[src/rtl/tsp_pkg.sv]
// Package for the tacho speed PID drive unit.
// Holds widths, register indexes, reset values, sequencer states and the 8-bit saturation helper.
// No dependencies.
package tsp_pkg;

  localparam int FRACTION_BITS_DEF = 8;
  localparam int SUM_WIDTH_DEF     = 40;

  localparam int GAIN_FRAC = 8;
  localparam int SPEED_W   = 24;
  localparam int TOTAL_W   = 42;
  localparam int MUL_A_W   = 32;
  localparam int MUL_B_W   = 26;
  localparam int MUL_P_W   = MUL_A_W + MUL_B_W;
  localparam int SPD_PW    = 48;

  localparam int CFG_IDX_W  = 3;
  localparam int CFG_DATA_W = 23;

  typedef enum logic [CFG_IDX_W-1:0] {
    REG_TARGET,
    REG_KP,
    REG_KI,
    REG_KD,
    REG_SCALE,
    REG_PERIOD,
    REG_DRIVE_MAX
  } reg_index_t;

  localparam logic [22:0] TARGET_RST    = 23'd2304;
  localparam logic [15:0] KP_RST        = 16'd2560;
  localparam logic [15:0] KI_RST        = 16'd384;
  localparam logic [15:0] KD_RST        = 16'd192;
  localparam logic [15:0] SCALE_RST     = 16'd12776;
  localparam logic [9:0]  PERIOD_RST    = 10'd50;
  localparam logic [6:0]  DRIVE_MAX_RST = 7'd80;

  typedef enum logic [3:0] {
    S_IDLE,
    S_SPD_MUL,
    S_SPD_LD,
    S_SPD_DIV,
    S_ERR,
    S_KP_MUL,
    S_KI_MUL,
    S_KD_MUL,
    S_SUM_LO,
    S_SUM_HI,
    S_D_LD,
    S_D_DIV,
    S_FIN
  } state_t;

  function automatic logic signed [7:0] sat8(logic big, logic [6:0] low, logic neg);
    logic signed [7:0] r;
    if (neg) begin
      r = big ? -8'sd128 : -$signed({1'b0, low});
    end else begin
      r = (big || (&low)) ? 8'sd127 : $signed({1'b0, low});
    end
    return r;
  endfunction

endpackage

[src/rtl/tsp_mul.sv]
// Shared unsigned multiplier with a registered product.
// Depends on tsp_pkg for operand widths.
module tsp_mul import tsp_pkg::*; (
  input  logic               clk,
  input  logic [MUL_A_W-1:0] a,
  input  logic [MUL_B_W-1:0] b,
  output logic [MUL_P_W-1:0] prod
);

  always_ff @(posedge clk) begin
    prod <= MUL_P_W'(a) * MUL_P_W'(b);
  end

endmodule

[src/rtl/tsp_div.sv]
// Bit-serial restoring divider, one quotient bit per cycle.
// Depends on tsp_pkg for the divisor width.
module tsp_div import tsp_pkg::*; #(
  parameter int NW = 48
) (
  input  logic               clk,
  input  logic               rst,
  input  logic               start,
  input  logic [NW-1:0]      num,
  input  logic [MUL_A_W-1:0] den,
  output logic               done,
  output logic [NW-1:0]      quot
);

  localparam int CW = $clog2(NW + 1);

  logic [CW-1:0]      cnt;
  logic [MUL_A_W-1:0] den_r;
  logic [MUL_A_W:0]   rem;
  logic [MUL_A_W:0]   rem_sh;
  logic               fit;

  always_comb begin
    rem_sh = {rem[MUL_A_W-1:0], quot[NW-1]};
    fit    = rem_sh >= {1'b0, den_r};
  end

  always_ff @(posedge clk) begin
    if (rst) begin
      cnt  <= '0;
      done <= 1'b0;
    end else begin
      done <= 1'b0;
      if (start) begin
        cnt <= CW'(NW);
      end else if (cnt != '0) begin
        cnt  <= cnt - 1'b1;
        done <= (cnt == CW'(1));
      end
    end
  end

  always_ff @(posedge clk) begin
    if (start) begin
      quot  <= num;
      rem   <= '0;
      den_r <= den;
    end else if (cnt != '0) begin
      rem  <= fit ? rem_sh - {1'b0, den_r} : rem_sh;
      quot <= {quot[NW-2:0], fit};
    end
  end

endmodule

[src/rtl/tacho_speed_pid_drive_unit.sv]
// A regular request runs the bit-serial divider, NW = 48 + max(FRACTION_BITS-8, 0) bits wide,
// twice (speed, then D term) and one shared multiplier; a seed request (the first, or a zero time
// delta) goes straight to the final step. Next request is taken the cycle after the result is
// registered. A result held by result_stall keeps the unit in its final step and stalls new
// requests. Synchronous reset restores register defaults and clears all loop state.
module tacho_speed_pid_drive_unit import tsp_pkg::*; #(
  parameter int FRACTION_BITS = FRACTION_BITS_DEF,
  parameter int SUM_WIDTH     = SUM_WIDTH_DEF
) (
  input  logic                    clk,
  input  logic                    rst,
  input  logic                    item_valid,
  output logic                    item_stall,
  input  logic [31:0]             tacho_count,
  input  logic [31:0]             time_ms,
  output logic                    result_valid,
  input  logic                    result_stall,
  output logic [6:0]              drive_level,
  output logic signed [SPEED_W-1:0] measured_speed,
  output logic signed [SPEED_W-1:0] speed_error,
  output logic                    speed_valid,
  input  logic                    cfg_write,
  input  logic [CFG_IDX_W-1:0]    cfg_index,
  input  logic [CFG_DATA_W-1:0]   cfg_data
);

  localparam int SHIFT   = GAIN_FRAC + FRACTION_BITS;
  localparam int SPD_LSH = (FRACTION_BITS > GAIN_FRAC) ? FRACTION_BITS - GAIN_FRAC : 0;
  localparam int SPD_RSH = (FRACTION_BITS < GAIN_FRAC) ? GAIN_FRAC - FRACTION_BITS : 0;
  localparam int NUMW    = SPD_PW + SPD_LSH;
  localparam int MAG_W   = 2 * MUL_A_W;
  localparam int IW      = MUL_P_W + MUL_A_W;
  localparam int HW      = TOTAL_W - SHIFT;

  state_t state, state_next;

  logic [22:0] speed_setpoint;
  logic [15:0] kp_gain, ki_gain, kd_gain, speed_scale;
  logic [9:0]  sample_period;
  logic [6:0]  drive_max;

  logic [31:0] last_count, last_time;
  logic        seeded;
  logic signed [SUM_WIDTH-1:0] error_sum;
  logic signed [SPEED_W-1:0]   last_error;

  logic [31:0] dt, dmag;
  logic        dneg, seed;
  logic signed [SPEED_W-1:0] speed_r, err_r;
  logic [SPEED_W-1:0] err_mag;
  logic [SPEED_W:0]   diff_mag;
  logic               diff_neg;
  logic [39:0]        pmag;
  logic [MUL_B_W-1:0] p_ki;
  logic [40:0]        dprod;
  logic [MUL_P_W-1:0] ilo;
  logic [IW-1:0]      iacc;

  logic [MUL_A_W-1:0] mul_a;
  logic [MUL_B_W-1:0] mul_b;
  logic [MUL_P_W-1:0] prod;
  logic               div_start, div_done;
  logic [NUMW-1:0]    div_num, div_quot;
  logic [MUL_A_W-1:0] div_den;

  logic        accept, result_free, result_load;
  logic [31:0] dt_in, dc_in;

  logic [NUMW-1:0] num_spd, num_d;
  logic [9:0]      per;
  logic            q_big;
  logic [22:0]     q_low;
  logic signed [SPEED_W-1:0] speed_c, err_c;
  logic signed [SPEED_W:0]   err_w, diff_w;
  logic signed [SUM_WIDTH:0] sum_w;
  logic signed [SUM_WIDTH-1:0] sum_c;
  logic [SUM_WIDTH-1:0] esum_mag;
  logic [MAG_W-1:0]     m_ext;

  logic signed [7:0]         iterm, dterm;
  logic signed [8:0]         idsum;
  logic signed [TOTAL_W-1:0] pterm, total;
  logic [HW-1:0]             hi;
  logic [6:0]                drive_c;

  tsp_mul u_mul (
    .clk  (clk),
    .a    (mul_a),
    .b    (mul_b),
    .prod (prod)
  );

  tsp_div #(.NW(NUMW)) u_div (
    .clk   (clk),
    .rst   (rst),
    .start (div_start),
    .num   (div_num),
    .den   (div_den),
    .done  (div_done),
    .quot  (div_quot)
  );

  assign accept      = item_valid && !item_stall;
  assign result_free = !result_valid || !result_stall;
  assign dt_in       = time_ms - last_time;
  assign dc_in       = tacho_count - last_count;

  always_comb begin
    state_next = state;
    unique case (state)
      S_IDLE:    if (accept) state_next = (!seeded || dt_in == '0) ? S_FIN : S_SPD_MUL;
      S_SPD_MUL: state_next = S_SPD_LD;
      S_SPD_LD:  state_next = S_SPD_DIV;
      S_SPD_DIV: if (div_done) state_next = S_ERR;
      S_ERR:     state_next = S_KP_MUL;
      S_KP_MUL:  state_next = S_KI_MUL;
      S_KI_MUL:  state_next = S_KD_MUL;
      S_KD_MUL:  state_next = S_SUM_LO;
      S_SUM_LO:  state_next = S_SUM_HI;
      S_SUM_HI:  state_next = S_D_LD;
      S_D_LD:    state_next = S_D_DIV;
      S_D_DIV:   if (div_done) state_next = S_FIN;
      S_FIN:     if (result_free) state_next = S_IDLE;
      default:   state_next = S_IDLE;
    endcase
  end

  always_comb begin
    item_stall  = (state != S_IDLE);
    div_start   = (state == S_SPD_LD) || (state == S_D_LD);
    result_load = (state == S_FIN) && result_free;
  end

  always_comb begin
    per     = (sample_period == '0) ? 10'd1 : sample_period;
    num_spd = (NUMW'(prod[SPD_PW-1:0]) << SPD_LSH) >> SPD_RSH;
    num_d   = NUMW'(dprod >> SHIFT);
    div_num = (state == S_SPD_LD) ? num_spd : num_d;
    div_den = (state == S_SPD_LD) ? dt : MUL_A_W'(per);
  end

  always_comb begin
    esum_mag = error_sum[SUM_WIDTH-1] ? SUM_WIDTH'(-error_sum) : SUM_WIDTH'(error_sum);
    m_ext    = MAG_W'(esum_mag);
  end

  always_comb begin
    mul_a = '0;
    mul_b = '0;
    unique case (state)
      S_SPD_MUL: begin
        mul_a = dmag;
        mul_b = MUL_B_W'(speed_scale);
      end
      S_KP_MUL: begin
        mul_a = MUL_A_W'(err_mag);
        mul_b = MUL_B_W'(kp_gain);
      end
      S_KI_MUL: begin
        mul_a = MUL_A_W'(ki_gain);
        mul_b = MUL_B_W'(sample_period);
      end
      S_KD_MUL: begin
        mul_a = MUL_A_W'(diff_mag);
        mul_b = MUL_B_W'(kd_gain);
      end
      S_SUM_LO: begin
        mul_a = m_ext[MUL_A_W-1:0];
        mul_b = p_ki;
      end
      S_SUM_HI: begin
        mul_a = m_ext[MAG_W-1:MUL_A_W];
        mul_b = p_ki;
      end
      default: begin
        mul_a = '0;
        mul_b = '0;
      end
    endcase
  end

  always_comb begin
    q_big = |div_quot[NUMW-1:SPEED_W-1];
    q_low = div_quot[SPEED_W-2:0];
    if (dneg) begin
      speed_c = q_big ? {1'b1, {(SPEED_W-1){1'b0}}} : -$signed({1'b0, q_low});
    end else begin
      speed_c = (q_big || (&q_low)) ? {1'b0, {(SPEED_W-1){1'b1}}} : $signed({1'b0, q_low});
    end
    err_w = $signed({2'b00, speed_setpoint}) - speed_c;
    if (err_w[SPEED_W] != err_w[SPEED_W-1]) begin
      err_c = err_w[SPEED_W] ? {1'b1, {(SPEED_W-1){1'b0}}} : {1'b0, {(SPEED_W-1){1'b1}}};
    end else begin
      err_c = err_w[SPEED_W-1:0];
    end
    diff_w = err_c - last_error;
    sum_w  = error_sum + err_c;
    if (sum_w[SUM_WIDTH] != sum_w[SUM_WIDTH-1]) begin
      sum_c = sum_w[SUM_WIDTH] ? {1'b1, {(SUM_WIDTH-1){1'b0}}} : {1'b0, {(SUM_WIDTH-1){1'b1}}};
    end else begin
      sum_c = sum_w[SUM_WIDTH-1:0];
    end
  end

  always_comb begin
    iterm = sat8(|iacc[IW-1:SHIFT+7], iacc[SHIFT+6:SHIFT], error_sum[SUM_WIDTH-1]);
    dterm = sat8(|div_quot[NUMW-1:7], div_quot[6:0], diff_neg);
    idsum = iterm + dterm;
    pterm = err_r[SPEED_W-1] ? -$signed({2'b00, pmag}) : $signed({2'b00, pmag});
    total = pterm + (TOTAL_W'(idsum) <<< SHIFT);
    hi    = total[TOTAL_W-1:SHIFT];
    if (total[TOTAL_W-1]) begin
      drive_c = '0;
    end else if ((|hi[HW-1:7]) || (hi[6:0] > drive_max)) begin
      drive_c = drive_max;
    end else begin
      drive_c = hi[6:0];
    end
  end

  always_ff @(posedge clk) begin
    if (rst) begin
      state          <= S_IDLE;
      speed_setpoint <= TARGET_RST;
      kp_gain        <= KP_RST;
      ki_gain        <= KI_RST;
      kd_gain        <= KD_RST;
      speed_scale    <= SCALE_RST;
      sample_period  <= PERIOD_RST;
      drive_max      <= DRIVE_MAX_RST;
      last_count     <= '0;
      last_time      <= '0;
      seeded         <= 1'b0;
      error_sum      <= '0;
      last_error     <= '0;
      result_valid   <= 1'b0;
    end else begin
      state <= state_next;
      if (cfg_write) begin
        unique case (cfg_index)
          REG_TARGET:    speed_setpoint <= cfg_data[22:0];
          REG_KP:        kp_gain        <= cfg_data[15:0];
          REG_KI:        ki_gain        <= cfg_data[15:0];
          REG_KD:        kd_gain        <= cfg_data[15:0];
          REG_SCALE:     speed_scale    <= cfg_data[15:0];
          REG_PERIOD:    sample_period  <= cfg_data[9:0];
          REG_DRIVE_MAX: drive_max      <= cfg_data[6:0];
          default: ;
        endcase
      end
      if (accept) begin
        last_count <= tacho_count;
        last_time  <= time_ms;
        seeded     <= 1'b1;
      end
      if (state == S_ERR) begin
        error_sum  <= sum_c;
        last_error <= err_c;
      end
      if (result_load) begin
        result_valid <= 1'b1;
      end else if (!result_stall) begin
        result_valid <= 1'b0;
      end
    end
  end

  always_ff @(posedge clk) begin
    if (accept) begin
      dt   <= dt_in;
      dneg <= dc_in[31];
      dmag <= dc_in[31] ? -dc_in : dc_in;
      seed <= !seeded || dt_in == '0;
    end
    unique case (state)
      S_ERR: begin
        speed_r  <= speed_c;
        err_r    <= err_c;
        err_mag  <= err_c[SPEED_W-1] ? SPEED_W'(-err_c) : SPEED_W'(err_c);
        diff_neg <= diff_w[SPEED_W];
        diff_mag <= diff_w[SPEED_W] ? (SPEED_W+1)'(-diff_w) : (SPEED_W+1)'(diff_w);
      end
      S_KI_MUL: pmag  <= prod[39:0];
      S_KD_MUL: p_ki  <= prod[MUL_B_W-1:0];
      S_SUM_LO: dprod <= prod[40:0];
      S_SUM_HI: ilo   <= prod;
      S_D_LD:   iacc  <= (IW'(prod) << MUL_A_W) + IW'(ilo);
      default: ;
    endcase
    if (result_load) begin
      drive_level    <= seed ? '0 : drive_c;
      measured_speed <= seed ? '0 : speed_r;
      speed_error    <= seed ? '0 : err_r;
      speed_valid    <= !seed;
    end
  end

  a_drive_clamped: assert property (@(posedge clk) disable iff (rst)
    result_valid |-> drive_level <= drive_max)
    else $error("motor drive above clamp");

  a_seed_zero: assert property (@(posedge clk) disable iff (rst)
    result_valid && !speed_valid |->
      (drive_level == '0 && measured_speed == '0 && speed_error == '0))
    else $error("seed result not zero");

  a_dt_nonzero: assert property (@(posedge clk) disable iff (rst)
    state == S_SPD_DIV |-> dt != '0)
    else $error("speed division with zero time delta");

  a_result_from_fin: assert property (@(posedge clk) disable iff (rst)
    $rose(result_valid) |-> $past(state) == S_FIN)
    else $error("result raised outside final step");

endmodule

[config.mk]
export PLATFORM = sky130hd
export DESIGN_NAME = tacho_speed_pid_drive_unit
export DESIGN_NICKNAME = d
export VERILOG_FILES = /design/src/rtl/tsp_pkg.sv /design/src/rtl/tsp_mul.sv /design/src/rtl/tsp_div.sv /design/src/rtl/tacho_speed_pid_drive_unit.sv
export SDC_FILE = /design/constraint.sdc
export NUM_CORES = 2
export LEC_CHECK = 0
export ABC_CLOCK_PERIOD_IN_PS = 11600
export BUFFER_PORTS_ARGS = -buffer_cell sky130_fd_sc_hd__buf_2
export CORE_ASPECT_RATIO = 2
export CORE_MARGIN = 1
export CORE_UTILIZATION = 60
export DETAILED_ROUTE_END_ITERATION = 6
export PLACE_DENSITY = 0.79
export REMOVE_ABC_BUFFERS = 1
export SYNTH_ARGS = -nofsm -noshare
export SYNTH_HDL_FRONTEND = slang
export SYNTH_SLANG_ARGS = --single-unit
export TNS_END_PERCENT = 30
[constraint.sdc]
create_clock -name clk -period 11.6 [get_ports clk]
set_input_delay 1.16 -clock clk [delete_from_list [all_inputs] [get_ports clk]]
set_output_delay 1.16 -clock clk [all_outputs]
set_load 0.01 [all_outputs]
# After elaboration in Yosys (flattened, before gate mapping)
# Index checks and enable logic that the tools add are counted.
[totals]
register_bits = 890
out_inout_bits = 58
wordCells = 168
[op_classes]
order_cmp = 2
n_reduce_logical = 40
bitwise_logic = 1
n_mux = 37
n_addsub = 18
mul = 1
eq_ne = 26
[op_table]
columns = ["op", "count"]
rows = [
  ["case mux 32 bit (6 select lines)", 1],
  ["2-to-1 mux 48 bit", 3],
  ["case mux 26 bit (5 select lines)", 1],
  ["2-to-1 mux 24 bit", 5],
  ["2-to-1 mux 40 bit", 3],
  ["subtractor 32 bit", 3],
  ["adder 90 x 58 -> 90 bit", 1],
  ["OR reduction 67 bit", 1],
  ["multiplier 32 x 26 -> 58 bit", 1],
  ["case mux 4 bit (13 select lines)", 1],
  ["subtractor 24 x 24 -> 25 bit", 2],
  ["2-to-1 mux 23 bit", 2],
  ["adder 42 x 25 -> 42 bit", 1],
  ["2-to-1 mux 42 bit", 1],
  ["negator 40 -> 42 bit", 1],
  ["adder 40 x 24 -> 41 bit", 1],
  ["OR reduction 41 bit", 1],
  ["negator 40 bit", 1],
  ["greater-or-equal comparator 33 x 32 -> 1 bit", 1],
  ["logical NOT 32 bit", 1],
  ["2-to-1 mux 32 bit", 1],
  ["2-to-1 mux 8 bit", 4],
  ["negator 32 bit", 1],
  ["2-to-1 mux 31 bit", 1],
  ["other kinds (41)", 86],
]

# Depth between registers and ports, before layout
[depth]
depth_word = 10
depth_mapped = 44

# Hierarchy
# A second synthesis with hierarchy kept.
[unflattened]
cells_unflattened = 8070
area_unflattened_um2 = 74655.4
[modules_own_cells]
columns = ["module", "area_each_um2", "n_inst", "seq_area_each_um2", "cells_per_inst"]
rows = [
  ["tacho_speed_pid_drive_unit", 40103.5, 1, 17556.8, 4341],
  ["tsp_mul", 27918.0, 1, 1161.1, 3081],
  ["tsp_div", 6633.9, 1, 3183.1, 648],
]

# Least setup slack after synthesis
# No wires, ideal clock.
[synth_timing]
path_kind = "reg-to-reg"
startpoint = "register state[1]"
endpoint = "register u_mul.prod[57]"
path_stages_with_launch = 34
synth_period_minus_slack_ps = 9787
n_path_buf = 4
setup_slack_ps = 1813
arrival_ps = 9665
setup_ps = 122
cell_sequence = "dfxtp_1 > clkbuf_1 > nand2_1 > nor3_1 > clkbuf_1 > a22oi_1 > o211ai_1 > clkbuf_1 > nand2_1 > fa_1 > inv_1 > fa_1 > inv_1 > fa_1 > fa_1 > inv_1 > fa_1 > fa_1 > inv_1 > fa_1 > inv_1 > ha_1 > clkbuf_1 > nand2_1 > o211ai_1 > a21oi_1 > o31ai_1 > o211ai_1 > o211ai_1 > a41oi_1 > o21ai_0 > a31oi_1 > o21ba_2 > xor2_1"
[synth_via]
elab_chain_len = 4
[synth_lines]
columns = ["element", "line", "text"]
rows = [
  ["from (decl)", "tacho_speed_pid_drive_unit.sv:35", "state_t state, state_next;"],
  ["from (signal assigned)", "tacho_speed_pid_drive_unit.sv:238", "state <= state_next;"],
  ["== test 4 bit", "tacho_speed_pid_drive_unit.sv:150", "unique case (state)"],
  ["OR reduction 2 bit (no line)", "--", ""],
  ["case mux 26 bit (5 select lines)", "tacho_speed_pid_drive_unit.sv:150", ""],
  ["multiplier 32 x 26 -> 58 bit *", "tsp_mul.sv:11", "prod <= MUL_P_W'(a) * MUL_P_W'(b);"],
  ["to (signal assigned)", "tsp_mul.sv:11", ""],
  ["to (decl)", "tsp_mul.sv:7", "output logic [MUL_P_W-1:0] prod"],
]
# Every way passes the cells marked *; elsewhere a longest branch is shown, timed or not.
# A chain may end at the register's enable or synchronous reset.

# Worst setup path after layout
[layout_timing]
startpoint = "register u_div.quot[7]"
endpoint = "register diff_mag[6] (data pin)"
[layout_via]
elab_chain_len = 10
[layout_lines]
columns = ["element", "line", "text"]
rows = [
  ["from (decl)", "tsp_div.sv:12", "output logic [NW-1:0] quot"],
  ["from (signal assigned)", "tsp_div.sv:45", "quot <= num;"],
  ["from (signal assigned)", "tsp_div.sv:50", "quot <= {quot[NW-2:0], fit};"],
  ["parallel branches: the longest is 3 deep, another holds negator 23 -> 24 bit", "--", ""],
  ["2-to-1 mux 24 bit *", "tacho_speed_pid_drive_unit.sv:185", "if (dneg) begin"],
  ["named net speed_c[13]", "tacho_speed_pid_drive_unit.sv:73", "logic signed [SPEED_W-1:0] speed_c, err_c;"],
  ["subtractor 24 x 24 -> 25 bit *", "tacho_speed_pid_drive_unit.sv:190", "err_w = $signed({2'b00, speed_setpoint}) - speed_c;"],
  ["2-to-1 mux 24 bit or != test 1 bit (tied branches)", "tacho_speed_pid_drive_unit.sv:192, tacho_speed_pid_drive_unit.sv:191", ""],
  ["2-to-1 mux 24 bit *", "tacho_speed_pid_drive_unit.sv:191", "if (err_w[SPEED_W] != err_w[SPEED_W-1]) begin"],
  ["named net err_c[6]", "tacho_speed_pid_drive_unit.sv:73", ""],
  ["subtractor 24 x 24 -> 25 bit *", "tacho_speed_pid_drive_unit.sv:196", "diff_w = err_c - last_error;"],
  ["negator 25 bit", "tacho_speed_pid_drive_unit.sv:281", "diff_mag <= diff_w[SPEED_W] ? (SPEED_W+1)'(-diff_w) : (SPEED_W+1)'(diff_w);"],
  ["2-to-1 mux 24 bit *", "tacho_speed_pid_drive_unit.sv:281", ""],
  ["to (signal assigned)", "tacho_speed_pid_drive_unit.sv:281", ""],
  ["to (decl)", "tacho_speed_pid_drive_unit.sv:51", "logic [SPEED_W:0] diff_mag;"],
]
# Mark *: on every way through the listed nets, which the timed path passes.

==> reports/qor.yml <==
setup_path:
  critPathKind: "register to register"
  slowest_stage: "edfxtp_1"
  crit_fanout: 17
  r2r_end: "diff_mag[6]"
  cp_slowest_stage_delay_ns: 0.73
  cpMostUsedCell: "nor2_1"
  crit_arrival_ns: 11.63
  worstSetupStartpoint: "u_div.quot[7]"
  required_ns: 12.05
  startpoint_type: "register"
  r2r_cells: 39
  endpoint_kind: "register"
  cp-endpoint: "diff_mag[6]"
  r2r-start: "u_div.quot[7]"
  rrSetupSlack_ns: 0.42
logic_synthesis:
  ys_types: 98
  syn_area_per_cell_um2: 8.99
  synthArstFlopShare_pct: 0
  synth_cells: 8212
  netlist_area_mm2: 0.0738
  synth_edf_count: 506
  synth_flop_cell: "edfxtp_1"
  yosysWarningCount: 0
  ys_ff_latch: 841
  ys_seq_area_share_pct: 29.7
power:
  p_total_w: 0.0215
  power_leakage_nw: 34.0
  power_density_mw_per_mm2: 272
  ir_drop_v: 0.000188
place:
  gp_congestion: 1.03
  io_buffers: 152
  hpwlAfterDp_um: 199000
  post-place-ws_ns: 0.688
  dp.cells: 9707
timing:
  finalClockSkew_ns: 0.0569
  hold_viol_final: 0
  tightest_slew_ns: 1.50
  setup_slack_ns: 0.419
  slew_headroom_pct: -0.266
  clock.fmax_mhz: 89.4
  tns_ns: 0
  drv_slew: 3
  fin_crit_sh_pct: 96.4
  rsz0062_at_grt: "no"
  setup_viol: 0
  final.min_clock_period_ns: 11.18
clock_network:
  cts.sinks: 841
  cts_hold_buffers: 0
  cts_buffers: 79
  path_clk_slew_ns: 0.07
  clock_path_buffers: 3
  clock_latency_ns: 0.72
  cts.htree.levels: 3
  root_buffer: "clkbuf_16"
  tritoncts: "done"
route:
  drtIter0Drc: 5296
  vias: 62513
  route.detailed.drc: 0
  ant_nets: 0
  detail_route.wl_per_cell_um: 26.1
  viasPerCell: 6.34
  first_pass_iters: 7
  wirelength_um: 258000
final_layout:
  final_common_cell: "nand2_1"
  fin_cells: 9865
  final_cell_mix: "nand2_1, inv_1, fa_1"
  drive_above_1_share_pct: 6.41
  nFillCells: 10117
  area_delta_synth_final_pct: 7.06
  nNetsFinal: 9512
grt:
  use_met2_pct: 72.2
  busiest_layer: "met2"
  grt_remaining_overflow: 0
  first_global_vias: 64382
  antenna_found_initial: 11
  grtUsageMet1_pct: 39.3
  use_met3_pct: 8.99
  grt_max_degree: 85
  grt_pass1_wl_um: 381000
  grt_usage_pct: 41.4
floorplan:
  core_mm2: 0.122
  row_count: 181
  dieHeight_um: 498
  die_w_um: 250
  io_pins: 153
  start_util_pct: 60.6
  die-area_mm2: 0.125
status:
  violations: "capacitance limit, slew limit"
  status: "finished with violations"
worst_hold_path:
  hp-class: "register to register"
run:
  max_cap_viol_count: 1
[synthesized netlist by cell type, types with 49 or more instances]
cell type  instances  share of area [%]
nand2_1         1253                6.4
inv_1           1067                5.4
fa_1             727                 20
nor2_1           701                3.6
a21oi_1          527                3.6
edfxtp_1         506                 21
ha_1             456                7.7
dfxtp_1          335                9.1
clkbuf_1         324                1.6
o21ai_0          280                1.9
xnor2_1          240                2.8
xor2_1           144                1.7
a21o_1           129                1.3
nor3_1           119               0.81
nand3_1          107               0.73
nor2b_1          101               0.86
o21a_1            76               0.77
a211oi_1          74               0.75
nand2b_1          60               0.51
nand4_1           60               0.51
and2_1            59               0.50
a22oi_1           58               0.59
a31oi_1           56               0.47
and3_1            53               0.45
nor4_1            50               0.42
o31ai_1           49               0.50
[worst min-delay path by stage]
stage | from | to | slack (ns) | cells past startpoint
after floorplan | ilo[16] | iacc[16] | 0.40 | 0
after global routing | ilo[28] | iacc[28] | 0.42 | 0
after global placement | ilo[26] | iacc[26] | 0.40 | 0
after CTS | ilo[27] | iacc[27] | 0.42 | 0
final | ilo[27] | iacc[27] | 0.42 | 0
after detailed placement | ilo[25] | iacc[25] | 0.40 | 0
[routing by layer]
layer	vias to the layer above	wire length, um
met3	1366	21100
met4	6	31400
met2	3277	127000
li1	27475	-
met5	-	52
met1	30389	78300
[logic make-up (layout without fill, tap and decap cells)]
kind of cell / after synthesis / after routing / synth area share (%)
mux: 60 / 60 / 0.837
flops: 841 / 841 / 29.7
compound gates: 1560 / 1560 / 13.4
buf+inv: 1427 / 1515 / 7.28
fa+ha+maj: 1188 / 1188 / 27.5
other cells: 0 / 10 / 0
simple gates: 2751 / 2751 / 16.7
xor+xnor: 385 / 385 / 4.58
[per-stage QoR]
| step | utilization [%] | hold slack [ns] | cell area (um^2) |
|---|---|---|---|
| finish | 64.9 | 0.416 | 79000 |
| detailed placement | 62.7 | 0.405 | 76400 |
| CTS | 64.8 | 0.415 | 79000 |
| global placement | 62.7 | 0.401 | 76400 |
| floorplan | - | 0.400 | 72500 |
| global route | 64.9 | 0.423 | 79000 |
[report_power, final]
part | switching [W] | internal (W)
Clock | 0.00127 | 0.00143
Combinational | 0.00899 | 0.00474
Sequential | 0.000731 | 0.00435
[area by class of cell]
cell class | instances | area [um^2] | area share (%)
tap | 1555 | 1950 | 2.46
timing repair buffer | 296 | 1860 | 2.35
antenna | 10 | 25.0 | 0.0317
multi-input combinational | 5944 | 46700 | 59.0
inverter | 1072 | 4030 | 5.10
sequential | 841 | 21900 | 27.7
clock buffer | 102 | 2110 | 2.68
clock inverter | 45 | 503 | 0.636
[worst max-delay path: cells and delay by family (launching register included)]
kind            cells  cell delay [ns]
simple gates       11             2.64
flops               1             0.73
xor+xnor            2             0.30
fa+ha+maj           3             1.29
buf+inv             5             1.14
compound gates     18             4.86
[timing repair]
| action | CTS | global route |
|---|---|---|
| endpoints found under the hold margin | 0 | 0 |
| setup buffers | 0 | 1 |
| endpoints found under the setup margin | 0 | 47 |
| resized for setup | 0 | 1 |
[state kept, by name, indices dropped and copies added (netlist names), 25 cells and up]
signal,flops
last_count,32
dprod,25
error_sum,40
diff_mag,25
last_time,32
u_mul.prod,58
pmag,40
p_ki,26
u_div.rem,32
u_div.quot,48
dmag,32
ilo,42
dt,32
u_div.den_r,32
iacc,74
(Power assumes the default switching activity.)
